==> src/hw/rtl/svg_pkg.sv <==
// Shared types and constants for the state vector gate engine.
// Depends on nothing; imported by the controller, datapath and top level.
`default_nettype none

package svg_pkg;

    typedef enum logic [3:0] {
        OP_WRITE   = 4'd0,
        OP_READ    = 4'd1,
        OP_RESET   = 4'd2,
        OP_H       = 4'd3,
        OP_X       = 4'd4,
        OP_Y       = 4'd5,
        OP_Z       = 4'd6,
        OP_PHASE   = 4'd7,
        OP_RX      = 4'd8,
        OP_RY      = 4'd9,
        OP_CNOT    = 4'd10,
        OP_CPHASE  = 4'd11,
        OP_SWAP    = 4'd12,
        OP_TOFFOLI = 4'd13,
        OP_NEGATE  = 4'd14,
        OP_NONE    = 4'd15
    } t_op;

    localparam logic [1:0] STAT_DONE      = 2'd0;
    localparam logic [1:0] STAT_BAD_QUBIT = 2'd1;
    localparam logic [1:0] STAT_BAD_INDEX = 2'd2;

    typedef enum logic [2:0] {
        WS_ZERO,
        WS_ONE,
        WS_INPUT,
        WS_RES0,
        WS_RES1
    } t_wsel;

    typedef enum logic [3:0] {
        S_CLEAR,
        S_IDLE,
        S_WRITE,
        S_READ,
        S_TRIG_S,
        S_TRIG_C,
        S_SCAN,
        S_MUL,
        S_WR0,
        S_WR1,
        S_DONE
    } t_state;

    typedef enum logic [2:0] {
        CF_ZERO,
        CF_ONE,
        CF_NEG_ONE,
        CF_H,
        CF_NEG_H,
        CF_C,
        CF_S,
        CF_NEG_S
    } t_coef;

    typedef enum logic [1:0] {
        SEL_X0,
        SEL_Y0,
        SEL_X1,
        SEL_Y1
    } t_opnd;

    typedef struct packed {
        t_coef coef;
        t_opnd sel;
    } t_term;

    typedef struct packed {
        logic       latch;
        logic       rd_en;
        logic       mul_en;
        logic [3:0] step;
        logic       trig_s;
        logic       trig_c;
        logic       we;
        t_wsel      wsel;
        t_op        op;
    } t_cmd;

    localparam int FRAC_BITS = 14;
    localparam int MUL_STEPS = 8;
    localparam logic signed [16:0] UNIT   = 17'sd16384;
    localparam logic signed [16:0] H_COEF = 17'sd11585;

    localparam logic [14:0] QSIN [0:16] = '{
        15'd0,     15'd1606,  15'd3196,  15'd4756,  15'd6270,  15'd7723,
        15'd9102,  15'd10394, 15'd11585, 15'd12665, 15'd13623, 15'd14449,
        15'd15137, 15'd15679, 15'd16069, 15'd16305, 15'd16384
    };

endpackage

`default_nettype wire

==> src/hw/rtl/svg_ctrl.sv <==
// Controller: operation decode, qubit checks, index sweep and sequencing.
// Depends on svg_pkg; issues commands to svg_dp.
`default_nettype none

module svg_ctrl
    import svg_pkg::*;
#(
    parameter int QUBIT_LIMIT = 10
) (
    input  wire logic                  i_clk,
    input  wire logic                  i_rst_n,
    input  wire logic                  start,
    output logic                       busy,
    input  wire logic [3:0]            i_op,
    input  wire logic [3:0]            i_qubit_a,
    input  wire logic [3:0]            i_qubit_b,
    input  wire logic [3:0]            i_qubit_c,
    input  wire logic [9:0]            i_index,
    input  wire logic                  i_cfg_valid,
    output logic                       o_cfg_ready,
    input  wire logic [3:0]            i_cfg_data,
    output t_cmd                       o_cmd,
    output logic [QUBIT_LIMIT-1:0]     o_rd_addr0,
    output logic [QUBIT_LIMIT-1:0]     o_rd_addr1,
    output logic [QUBIT_LIMIT-1:0]     o_wr_addr,
    output logic                       o_result_valid,
    output logic                       o_is_read,
    output logic [9:0]                 o_out_index,
    output logic [1:0]                 o_status
);

    localparam int AW = QUBIT_LIMIT;
    localparam int NW = $clog2(QUBIT_LIMIT + 1);

    t_state        r_state, n_state;
    logic [AW-1:0] r_j, n_j;
    logic [3:0]    r_step, n_step;
    t_op           r_op, n_op;
    logic [AW-1:0] r_must1, n_must1, r_must0, n_must0, r_flip, n_flip;
    logic [AW-1:0] r_last, n_last;
    logic          r_wr_a0, n_wr_a0;
    logic [1:0]    r_status, n_status;
    logic [9:0]    r_oidx, n_oidx;
    logic          r_is_read, n_is_read;
    logic          r_report, n_report;
    logic [3:0]    r_cfg;

    logic [NW-1:0] n_eff;
    logic [AW:0]   size;
    logic          qa_bad, qb_bad, qc_bad, idx_bad, accept, sel_j;
    logic [AW-1:0] ma, mb, mc, idx_addr, last_all;
    t_op           in_op;

    always_comb begin
        if (r_cfg == 4'd0) begin
            n_eff = NW'(1);
        end else if (32'(r_cfg) > QUBIT_LIMIT) begin
            n_eff = NW'(QUBIT_LIMIT);
        end else begin
            n_eff = NW'(r_cfg);
        end
        size     = (AW+1)'(1) << n_eff;
        last_all = AW'(size - (AW+1)'(1));
        qa_bad   = 32'(i_qubit_a) >= 32'(n_eff);
        qb_bad   = 32'(i_qubit_b) >= 32'(n_eff);
        qc_bad   = 32'(i_qubit_c) >= 32'(n_eff);
        idx_bad  = 32'(i_index) >= 32'(size);
        ma       = AW'(1) << i_qubit_a;
        mb       = AW'(1) << i_qubit_b;
        mc       = AW'(1) << i_qubit_c;
        idx_addr = AW'(i_index);
        in_op    = t_op'(i_op);
        accept   = (r_state == S_IDLE) && start;
        // An index takes part when its required bits are set and cleared.
        sel_j    = ((r_j & r_must1) == r_must1) && ((r_j & r_must0) == '0);
    end

    always_comb begin
        n_state   = r_state;
        n_j       = r_j;
        n_step    = r_step;
        n_op      = r_op;
        n_must1   = r_must1;
        n_must0   = r_must0;
        n_flip    = r_flip;
        n_last    = r_last;
        n_wr_a0   = r_wr_a0;
        n_status  = r_status;
        n_oidx    = r_oidx;
        n_is_read = r_is_read;
        n_report  = r_report;
        case (r_state)
            S_CLEAR: begin
                n_j = r_j + AW'(1);
                if (r_j == '1) begin
                    n_state = r_report ? S_DONE : S_IDLE;
                end
            end
            S_IDLE: begin
                if (start) begin
                    n_op      = in_op;
                    n_status  = STAT_DONE;
                    n_oidx    = '0;
                    n_is_read = 1'b0;
                    n_j       = '0;
                    n_last    = last_all;
                    n_must1   = '0;
                    n_must0   = ma;
                    n_flip    = ma;
                    n_wr_a0   = 1'b1;
                    n_step    = '0;
                    n_state   = S_DONE;
                    case (in_op)
                        OP_WRITE, OP_READ, OP_NEGATE: begin
                            n_oidx = i_index;
                            if (idx_bad) begin
                                n_status = STAT_BAD_INDEX;
                            end else begin
                                n_j = idx_addr;
                                if (in_op == OP_WRITE) begin
                                    n_state = S_WRITE;
                                end else if (in_op == OP_READ) begin
                                    n_is_read = 1'b1;
                                    n_state   = S_READ;
                                end else begin
                                    n_last  = idx_addr;
                                    n_must0 = '0;
                                    n_flip  = '0;
                                    n_wr_a0 = 1'b0;
                                    n_state = S_SCAN;
                                end
                            end
                        end
                        OP_RESET: begin
                            n_report = 1'b1;
                            n_state  = S_CLEAR;
                        end
                        OP_H, OP_X, OP_Y, OP_Z, OP_PHASE, OP_RX, OP_RY: begin
                            if (qa_bad) begin
                                n_status = STAT_BAD_QUBIT;
                            end else begin
                                n_wr_a0 = !(in_op == OP_Z || in_op == OP_PHASE);
                                if (in_op == OP_PHASE || in_op == OP_RX || in_op == OP_RY) begin
                                    n_state = S_TRIG_S;
                                end else begin
                                    n_state = S_SCAN;
                                end
                            end
                        end
                        OP_CNOT, OP_CPHASE, OP_SWAP: begin
                            if (qa_bad || qb_bad || i_qubit_a == i_qubit_b) begin
                                n_status = STAT_BAD_QUBIT;
                            end else if (in_op == OP_CPHASE) begin
                                n_must1 = ma | mb;
                                n_must0 = '0;
                                n_flip  = '0;
                                n_wr_a0 = 1'b0;
                                n_state = S_TRIG_S;
                            end else begin
                                n_must1 = ma;
                                n_must0 = mb;
                                n_flip  = (in_op == OP_SWAP) ? (ma | mb) : mb;
                                n_state = S_SCAN;
                            end
                        end
                        OP_TOFFOLI: begin
                            if (qa_bad || qb_bad || qc_bad || i_qubit_a == i_qubit_b
                                || i_qubit_a == i_qubit_c || i_qubit_b == i_qubit_c) begin
                                n_status = STAT_BAD_QUBIT;
                            end else begin
                                n_must1 = ma | mb;
                                n_must0 = mc;
                                n_flip  = mc;
                                n_state = S_SCAN;
                            end
                        end
                        default: n_state = S_DONE;
                    endcase
                end
            end
            S_WRITE:  n_state = S_DONE;
            S_READ:   n_state = S_DONE;
            S_TRIG_S: n_state = S_TRIG_C;
            S_TRIG_C: n_state = S_SCAN;
            S_SCAN: begin
                if (sel_j) begin
                    n_step  = '0;
                    n_state = S_MUL;
                end else if (r_j == r_last) begin
                    n_state = S_DONE;
                end else begin
                    n_j = r_j + AW'(1);
                end
            end
            S_MUL: begin
                n_step = r_step + 4'd1;
                if (r_step == 4'(MUL_STEPS)) begin
                    n_state = r_wr_a0 ? S_WR0 : S_WR1;
                end
            end
            S_WR0: n_state = S_WR1;
            S_WR1: begin
                if (r_j == r_last) begin
                    n_state = S_DONE;
                end else begin
                    n_j     = r_j + AW'(1);
                    n_state = S_SCAN;
                end
            end
            S_DONE:  n_state = S_IDLE;
            default: n_state = S_IDLE;
        endcase
    end

    always_comb begin
        o_cmd          = '0;
        o_cmd.op       = r_op;
        o_cmd.step     = r_step;
        o_cmd.latch    = accept;
        o_rd_addr0     = r_j;
        o_rd_addr1     = r_j ^ r_flip;
        o_wr_addr      = r_j;
        busy           = (r_state != S_IDLE);
        o_cfg_ready    = (r_state == S_IDLE);
        o_result_valid = (r_state == S_DONE);
        case (r_state)
            S_CLEAR: begin
                o_cmd.we   = 1'b1;
                o_cmd.wsel = (r_j == '0) ? WS_ONE : WS_ZERO;
            end
            S_WRITE: begin
                o_cmd.we   = 1'b1;
                o_cmd.wsel = WS_INPUT;
            end
            S_READ:   o_cmd.rd_en  = 1'b1;
            S_TRIG_S: o_cmd.trig_s = 1'b1;
            S_TRIG_C: o_cmd.trig_c = 1'b1;
            S_SCAN:   o_cmd.rd_en  = sel_j;
            S_MUL:    o_cmd.mul_en = 1'b1;
            S_WR0: begin
                o_cmd.we   = 1'b1;
                o_cmd.wsel = WS_RES0;
            end
            S_WR1: begin
                o_cmd.we   = 1'b1;
                o_cmd.wsel = WS_RES1;
                o_wr_addr  = r_j ^ r_flip;
            end
            default: o_cmd.we = 1'b0;
        endcase
    end

    always_ff @(posedge i_clk) begin
        if (!i_rst_n) begin
            r_state   <= S_CLEAR;
            r_j       <= '0;
            r_step    <= '0;
            r_op      <= OP_NONE;
            r_must1   <= '0;
            r_must0   <= '0;
            r_flip    <= '0;
            r_last    <= '0;
            r_wr_a0   <= 1'b0;
            r_status  <= STAT_DONE;
            r_oidx    <= '0;
            r_is_read <= 1'b0;
            r_report  <= 1'b0;
            r_cfg     <= 4'd10;
        end else begin
            r_state   <= n_state;
            r_j       <= n_j;
            r_step    <= n_step;
            r_op      <= n_op;
            r_must1   <= n_must1;
            r_must0   <= n_must0;
            r_flip    <= n_flip;
            r_last    <= n_last;
            r_wr_a0   <= n_wr_a0;
            r_status  <= n_status;
            r_oidx    <= n_oidx;
            r_is_read <= n_is_read;
            r_report  <= n_report;
            if (i_cfg_valid && o_cfg_ready) begin
                r_cfg <= i_cfg_data;
            end
        end
    end

    assign o_is_read   = r_is_read;
    assign o_out_index = r_oidx;
    assign o_status    = r_status;

    a_one_result: assert property (@(posedge i_clk) disable iff (!i_rst_n)
        o_result_valid |=> !o_result_valid)
        else $error("result strobe held longer than one cycle");

    a_accept_busy: assert property (@(posedge i_clk) disable iff (!i_rst_n)
        accept |=> busy)
        else $error("accepted item did not make the block busy");

    a_no_idle_write: assert property (@(posedge i_clk) disable iff (!i_rst_n)
        o_cmd.we |-> busy)
        else $error("memory written while idle");

    a_read_status: assert property (@(posedge i_clk) disable iff (!i_rst_n)
        (o_result_valid && r_is_read) |-> (r_status == STAT_DONE))
        else $error("read flagged with a failing status");

endmodule

`default_nettype wire

==> config.mk <==
export PLATFORM = sky130hd
export DESIGN_NAME = svg_ctrl
export DESIGN_NICKNAME = d
export VERILOG_FILES = /design/src/hw/rtl/svg_pkg.sv /design/src/hw/rtl/svg_ctrl.sv
export SDC_FILE = /design/constraint.sdc
export NUM_CORES = 1
export LEC_CHECK = 0
export ABC_AREA = 1
export BUFFER_PORTS_ARGS = -buffer_cell sky130_fd_sc_hd__buf_2
export CAP_MARGIN = 20
export CORE_UTILIZATION = 34
export DETAILED_ROUTE_END_ITERATION = 10
export SYNTH_ARGS = -nofsm -noshare
export SYNTH_HDL_FRONTEND = slang
export SYNTH_SLANG_ARGS = --single-unit
==> constraint.sdc <==
create_clock -name i_clk -period 5.43 [get_ports i_clk]
set_input_delay 0.8145 -clock i_clk [delete_from_list [all_inputs] [get_ports i_clk]]
set_output_delay 0.8145 -clock i_clk [all_outputs]
set_load 0.01 [all_outputs]
==> reports/metrics.yaml, run 1 <==
die_y_um: 137.9
cts_sinks: 81
fin_crit_sh_pct: 65.27
hold_viol: 0
cts_root_buf: "clkbuf_16"
drt-initial-drc-count: 758
area_delta_synth_final_pct: 14.74
setup_violations: 0
fin_util_pct: 39.98
numCtsBuffers: 9
cp-start-kind: "flop"
clockBufferDepth: 2
postLayoutCellArea_um2: 7207
synth-async-reset-ratio_pct: 0
yosys.area.top_type: "dfxtp_1"
crit_type: "flop to flop"
track_usage_pct: 23.17
detail-route-antenna-nets: 0
dpl_cell_area_um2: 6853
ys_seq_area_share_pct: 25.82
setup_tns_ns: 0
synth-edff-count: 0
worst_pin_slew_ns: 1.025
grt_pass1_wl_um: 33520
yosysWarnings: 0
antenna_found_initial: 0
hold_class: "flop to flop"
dr.pass1.iters: 5
worst_clock_skew_ns: 0.006857
synthTopCellsByCount: "nand2_1 (272), nor2_1 (138), inv_1 (117)"
synth_cells: 1047
io_pins: 97
slew_headroom_pct: 31.68
die_area_um2: 19020
maxCapViolCount: 0
synth_area_leaders: "dfxtp_1 (26%), nand2_1 (16%), nor2_1 (8.2%), o21ai_0 (8.0%), inv_1 (7.0%)"
endpoint_kind: "flop"
ctsResizeCount: 0
grt_max_degree: 66
port_buffers: 96
synth.most_common_cell: "nand2_1"
grt_pass1_vias: 6197
p_per_area_nw_per_um2: 386.1
worst_ep_required_time_ns: 5.64
ys.flop_type: "dfxtp_1"
synth_seq_cells: 81
core_um2: 18020
final_layout_size_suffix_gt1_share_pct: 12.60
ys_types: 49
grt.overflow.total: 0
start_util_pct: 34.85
layout.nets: 1175
p_leak_uw: 0.003578
synth.top_cell.area_share_pct: 25.82
worst_ep_arrival_time_ns: 3.75
place_congestion: 0.9599
dieWidth_um: 137.9
cts_tree: "yes"
clk_pin_slew_worst_paths_ns: 0.06
htree_levels: 3
synth_area_per_cell_um2: 5.999
worstPathMaxFanout: 12
synth_nets: 1108
cts_hold_buf: 0
wl_per_cell_um: 15.95
rsz0062_at_grt: "false"
status: "completed"
drc: 0
vias: 7067
vias_per_cell: 5.243
totalWireLength_um: 21500
diodes: 0
min_period_ns: 3.544
ir_drop_uv: 235.5
rows: 49
insertion_delay_ns: 0.35
dpl.hpwl_um: 16700
clock.fmax_mhz: 282.2
post_cts_buffers: 0
slew_violations: 0
syn_area_um2: 6281
==> worst max-delay path, stage by stage (launching register included) <==
cell      delay (ns)
dfxtp_1         0.39
inv_1           0.22
nand3_1         0.17
nand2_1         0.09
o21a_1          0.26
ha_1            0.27
nand2_1         0.06
nor2_1          0.04
nand3b_1        0.15
nor2_1          0.20
nand2_2         0.20
nand2_1         0.37
inv_2           0.20
nor2_2          0.17
nand2_1         0.09
o21ai_0         0.31
nand2_1         0.08
nand2_1         0.07
nor2_1          0.03
==> worst paths after layout <==
path              start         end  slack (ns)  cells past startpoint
max reg2reg    r_cfg[3]  r_state[3]        1.89                     18
min          r_must1[7]  r_must1[7]        0.47                      2
min reg2reg  r_must1[7]  r_must1[7]        0.47                      2
max            r_cfg[3]  r_state[3]        1.89                     18
==> final cells by class <==
| class | instances | area [um^2] |
|---|---|---|
| fill | 1996 | 10820 |
| multi-input combinational | 799 | 3980 |
| sequential | 81 | 1622 |
| timing repair buffer | 98 | 495.5 |
| inverter | 125 | 469.2 |
| tap | 229 | 286.5 |
| clock buffer | 10 | 239.0 |
| clock inverter | 6 | 115.1 |
==> cells by family (layout without fill, tap and decap cells) <==
family                   count (synthesis)  count (layout)  synth area share [%]
flip-flops                              81              81                 25.82
AND/OR/NAND/NOR                        532             532                 35.90
other                                    2               2                0.1196
buffers and inverters                  167             239                 10.90
AO/OA/AOI/OAI                          216             216                 18.82
XOR/XNOR                                22              22                 3.068
adder cells (fa/ha/maj)                 27              27                 5.378
==> registers in the layout, summed over array words and instances (netlist names), 4 cells and up <==
signal / cells
o_out_index: 10
r_op: 4
o_rd_addr0: 10
r_step: 4
r_cfg: 4
r_must0: 10
r_last: 10
r_state: 4
r_flip: 10
r_must1: 10
==> power by group <==
group | internal, uW | switching (uW)
Sequential | 713 | 150
Combinational | 408 | 791
Clock | 463 | 258
Total | 1580 | 1200
==> cell usage in the layout (no fill, tap or decap), types with 7 or more instances in the layout <==
cell type    n
nand4_1     20
buf_2       96
xor2_1      14
a31oi_1      8
o211ai_1    11
nor2_1     138
inv_2        7
nor3_1      15
clkbuf_16    9
a21oi_1     70
nand2_1    272
ha_1        27
nand3_1     62
dfxtp_1     81
o21ai_0    101
inv_1      117
xnor2_1      8
==> per-stage QoR <==
| stage | power (uW) | hold slack [ns] | setup WS, ns | cells |
|---|---|---|---|---|
| 2_1_floorplan | 1646 | 0.4454 | 2.836 | 1047 |
| 3_3_place_gp | 2059 | 0.4537 | 1.820 | 1332 |
| 3_5_place_dp | 2059 | 0.4563 | 1.889 | 1332 |
| 4_1_cts | 2782 | 0.4654 | 1.866 | 1348 |
| 5_1_grt | 2979 | 0.4869 | 1.558 | 1348 |
| 6_report | 2782 | 0.4669 | 1.886 | 1348 |
==> routing by layer <==
layer  routed length (um)  part of all wire [%]  track usage [%]
met1                10490                    49            33.89
met2                 8916                    41            34.00
met3                 1718                   8.0            4.423
met4                  368                   1.7            6.643
met5                    0                     0                0
No activity file was read; power rests on OpenSTA's default activity.
==> run 2, diff against run 1 <==
==> constraint.sdc (replaced) <==
create_clock -name i_clk -period 3.1 [get_ports i_clk]
set_input_delay 0.465 -clock i_clk [delete_from_list [all_inputs] [get_ports i_clk]]
set_output_delay 0.465 -clock i_clk [all_outputs]
set_load 0.01 [all_outputs]
==> run 2 against run 1 <==
  * Fmax rose by 29%
  * Sequential share of layout area fell by 0.30 points
  * Clock skew rose by 0.00070 ns
  * Register-to-register slack got worse by 1.5 ns
  * Final cell count rose by 1.3%
  * Largest power group unchanged
  * Wire length rose by 1.8%
  * Critical path type unchanged
  * Critical endpoint unchanged
  * Non-clock buffer count rose by 17
  * Worst hold slack got worse by 0.12 ns
==> reports/metrics.yaml, run 2 (synthesis results as in run 1) <==
p_leak_uw: 0.003635
core_um2: 18020
final_common_cell: "nand2_1"
io_pins: 97
antenna_found_initial: 0
die_area_um2: 19020
clk_pin_slew_worst_paths_ns: 0.06
port_buffers: 96
ctsResizeCount: 0
endpoint_kind: "flop"
dp.cells: 1349
slowest_delay_ns: 0.48
drt-initial-drc-count: 682
worst_pin_slew_ns: 0.8150
dieWidth_um: 137.9
slew_headroom_pct: 45.59
totalWireLength_um: 21880
rsz0062_at_grt: "false"
cpMostUsedCell: "nand2_1"
vias_per_cell: 5.202
die_y_um: 137.9
power_uw: 4800
fin_util_pct: 40.52
hold_viol: 0
drc: 0
maxCapViolCount: 0
slew_violations: 0
path_cells: "o21ai_0, o21a_2, ha_1, nand3_1, nand3_1, nor2_2, nand2_2, nand2_2, inv_2, nor2_2, nand2_1, o21ai_0, nand2_1, nand2_1, nor2_1"
grt_pass1_vias: 6190
hold_class: "input port to flop"
crit_type: "flop to flop"
cts_root_buf: "clkbuf_16"
setup_tns_ns: 0
worst_clock_skew_ns: 0.007559
layout.nets: 1192
worst_ep_required_time_ns: 3.31
final_layout_size_suffix_gt1_share_pct: 14.52
cp_slowest_cell: "dfxtp_1"
insertion_delay_ns: 0.35
htree_levels: 3
setup_violations: 0
grt_pass1_wl_um: 34070
layout_common_cells: "nand2_1 (270), nor2_1 (136), inv_1 (117)"
post_cts_buffers: 0
clockBufferDepth: 2
detail-route-antenna-nets: 0
area_delta_synth_final_pct: 16.27
layout.cells.non_filler: 1365
cts_hold_buf: 0
min_period_ns: 2.750
cts_tree: "yes"
status: "completed"
p_per_area_nw_per_um2: 657.3
dpl.hpwl_um: 16680
crit_buf_inv: 1
rows: 49
worstPathMaxFanout: 10
cts_sinks: 81
worst_ep_arrival_time_ns: 2.96
wl_per_cell_um: 16.03
dr.pass1.iters: 6
clock.fmax_mhz: 363.7
place_congestion: 0.8955
grt_max_degree: 45
start_util_pct: 34.85
cp-start-kind: "flop"
fin_crit_sh_pct: 88.70
hold_slack_ns: 0.3471
grt.overflow.total: 0
path_delay_family: "simple AND/OR/NAND/NOR gates"
track_usage_pct: 23.43
vias: 7101
numCtsBuffers: 9
diodes: 0
ir_drop_uv: 456.6
==> run 2: where the power goes <==
part / internal, uW / leakage, uW / switching, uW
sequential: 1250 / 0.000656 / 199
combinational: 782 / 0.00284 / 1470
clock: 631 / 0.000139 / 473
==> run 2: worst reg2reg max path: stages, from the launching register on <==
cell     delay, ns
dfxtp_1       0.48
o21ai_0       0.21
o21a_2        0.29
ha_1          0.28
nand3_1       0.08
nand3_1       0.14
nor2_2        0.19
nand2_2       0.08
nand2_2       0.13
inv_2         0.12
nor2_2        0.15
nand2_1       0.11
o21ai_0       0.19
nand2_1       0.08
nand2_1       0.06
nor2_1        0.04
==> run 2: final timing paths <==
path	from	endpoint	slack, ns	depth (start not counted)
worst min-delay path	i_cfg_data[3]	r_cfg[3]	0.35	3
worst min register to register	r_must1[1]	r_must1[1]	0.47	2
worst max-delay path	r_cfg[3]	r_state[3]	0.35	15
worst max register to register	r_cfg[3]	r_state[3]	0.35	15
==> run 2: area by class of cell <==
class / count / area (um^2)
timing repair buffer: 115 / 623.1
fill: 2050 / 10720
clock inverter: 7 / 78.83
inverter: 125 / 469.2
sequential: 81 / 1622
multi-input combinational: 799 / 3999
clock buffer: 9 / 225.2
tap: 229 / 286.5
==> run 2: metal layers <==
metal | track usage (%) | routed length, um | vias to the layer above
met5 | 0 | 0 | -
met4 | 5.616 | 351 | 0
met3 | 4.751 | 1604 | 33
met2 | 33.94 | 9174 | 259
met1 | 34.86 | 10740 | 3230
li1 | - | - | 3579
==> run 2: metrics by stage <==
step | area [um^2] | worst slack [ns]
2_1_floorplan | 6281 | 0.6679
3_3_place_gp | 6980 | 0.3611
3_5_place_dp | 6980 | 0.2412
4_1_cts | 7284 | 0.2288
5_1_grt | 7303 | 0.01272
6_report | 7303 | 0.3503
==> run 3, diff against run 2 <==
--- a/config.mk
+++ b/config.mk
@@ -8,6 +8,7 @@
 export ABC_AREA = 1
 export BUFFER_PORTS_ARGS = -buffer_cell sky130_fd_sc_hd__buf_2
 export CAP_MARGIN = 20
+export CORE_ASPECT_RATIO = 1.25
 export CORE_UTILIZATION = 34
 export DETAILED_ROUTE_END_ITERATION = 10
 export SYNTH_ARGS = -nofsm -noshare
==> run 3 against run 2 <==
  * Highest routed layer unchanged
  * Fmax fell by 2.1%
  * Largest power group unchanged
  * Clock power barely moved
  * Non-clock buffer count fell by 2
  * Flip-flop and latch count did not move
==> reports/metrics.yaml, run 3 (synthesis results as in run 1) <==
slew_headroom_pct: 44.23
grt_pass1_vias: 6336
layout_common_cells: "nand2_1 (271), nor2_1 (135), inv_1 (116)"
status: "completed"
rows: 55
clk_pin_slew_worst_paths_ns: 0.07
diodes: 0
detail-route-antenna-nets: 0
die_y_um: 154.0
maxCapViolCount: 0
endpoint_kind: "flop"
setup_tns_ns: 0
cts_tree: "yes"
slowest_delay_ns: 0.36
cts_sinks: 81
place_congestion: 0.9292
grt.overflow.total: 0
dieWidth_um: 123.6
clockBufferDepth: 2
clock.fmax_mhz: 355.9
worst_ep_arrival_time_ns: 3.06
worstPathMaxFanout: 14
setup_violations: 0
vias_per_cell: 5.159
drc: 0
fin_util_pct: 40.20
fin_crit_sh_pct: 90.63
cp_slowest_cell: "dfxtp_1"
hold_class: "input port to flop"
wl_per_cell_um: 16.32
post_cts_buffers: 0
cts_root_buf: "clkbuf_16"
path_cells: "inv_1, nand3_1, nand2_1, o21a_1, nand3_1, ha_1, a21o_1, o21ai_0, inv_1, nand2_1, nand3_2, inv_2, o21ai_0, o21ai_0, inv_1"
ir_drop_uv: 313.4
min_period_ns: 2.810
slew_violations: 0
layout.nets: 1190
grt_pass1_wl_um: 34870
crit_type: "flop to flop"
p_per_area_nw_per_um2: 662.1
worst_clock_skew_ns: 0.008078
die_area_um2: 19020
start_util_pct: 34.70
totalWireLength_um: 22220
cp-start-kind: "flop"
drt-initial-drc-count: 675
grt_max_degree: 66
worst_pin_slew_ns: 0.8365
worst_ep_required_time_ns: 3.35
antenna_found_initial: 0
dpl.hpwl_um: 17180
htree_levels: 3
numCtsBuffers: 9
hold_viol: 0
dr.pass1.iters: 6
core_um2: 18100
port_buffers: 96
final_layout_size_suffix_gt1_share_pct: 14.30
io_pins: 97
track_usage_pct: 24.03
final_common_cell: "nand2_1"
vias: 7022
insertion_delay_ns: 0.35
area_delta_synth_final_pct: 15.84
p_leak_uw: 0.003618
==> run 3: changes by cell type in the layout (fill, tap and decap cells not counted), sizes merged <==
cell and change:
buf -2, clkinv -1
==> run 3: routing by layer <==
| layer | track usage (%) | share of wire [%] | up-vias |
|---|---|---|---|
| li1 | - | - | 3578 |
| met1 | 33.68 | 47 | 3153 |
| met2 | 37.32 | 44 | 258 |
| met3 | 2.856 | 6.0 | 33 |
| met4 | 8.835 | 2.8 | 0 |
| met5 | 0 | 0 | - |
==> run 3: power by group <==
group          internal [uW]  switching [uW]  total (uW)  leakage, uW
Sequential              1250             194        1440     0.000656
Combinational            781            1510        2290      0.00282
Clock                    624             460        1080     0.000138
==> run 3: area by class of cell <==
| cell class | instances | area [um^2] |
|---|---|---|
| repair buffers | 113 | 608.1 |
| clock buffers | 9 | 225.2 |
| fillers | 1985 | 10820 |
| well taps | 228 | 285.3 |
| inverters | 125 | 473.0 |
| flip-flops and latches | 81 | 1622 |
| multi-input cells | 799 | 3995 |
| clock inverters | 6 | 67.56 |
==> run 3: worst paths after layout <==
path,start,endpoint,slack (ns),cells past startpoint
worst max register to register,r_cfg[1],r_last[1],0.29,15
worst min-delay path,i_cfg_data[3],r_cfg[3],0.33,3
worst min register to register,r_must1[7],r_must1[7],0.47,2
worst max-delay path,r_cfg[1],r_last[1],0.29,15
==> run 3: critical path, delay by kind of cell (launching register included) <==
family / cells / cell delay (ns)
DFF: 1 / 0.36
and+or+nand+nor: 5 / 0.75
buffers and inverters: 4 / 0.46
adders and majority gates: 1 / 0.31
AOI/OAI and AO/OA: 5 / 0.82
==> run 3: per-stage QoR <==
| stage | instance area [um^2] | hold WS (ns) | setup slack [ns] | std cells | total power [uW] |
|---|---|---|---|---|---|
| finish | 7276 | 0.3288 | 0.2903 | 1361 | 4817 |
| global route | 7276 | 0.3500 | -0.006508 | 1361 | 5164 |
| CTS | 7257 | 0.3227 | 0.1897 | 1361 | 4822 |
| detailed placement | 6964 | 0.4574 | 0.2099 | 1346 | 3737 |
| global placement | 6964 | 0.4548 | 0.2688 | 1346 | 3727 |
| floorplan | 6281 | 0.4454 | 0.6679 | 1047 | 2883 |
==> run 3: timing repair <==
action	in CTS	in global routing
endpoints found under the setup margin	0	17
hold buffers	0	0
resized for setup	0	7
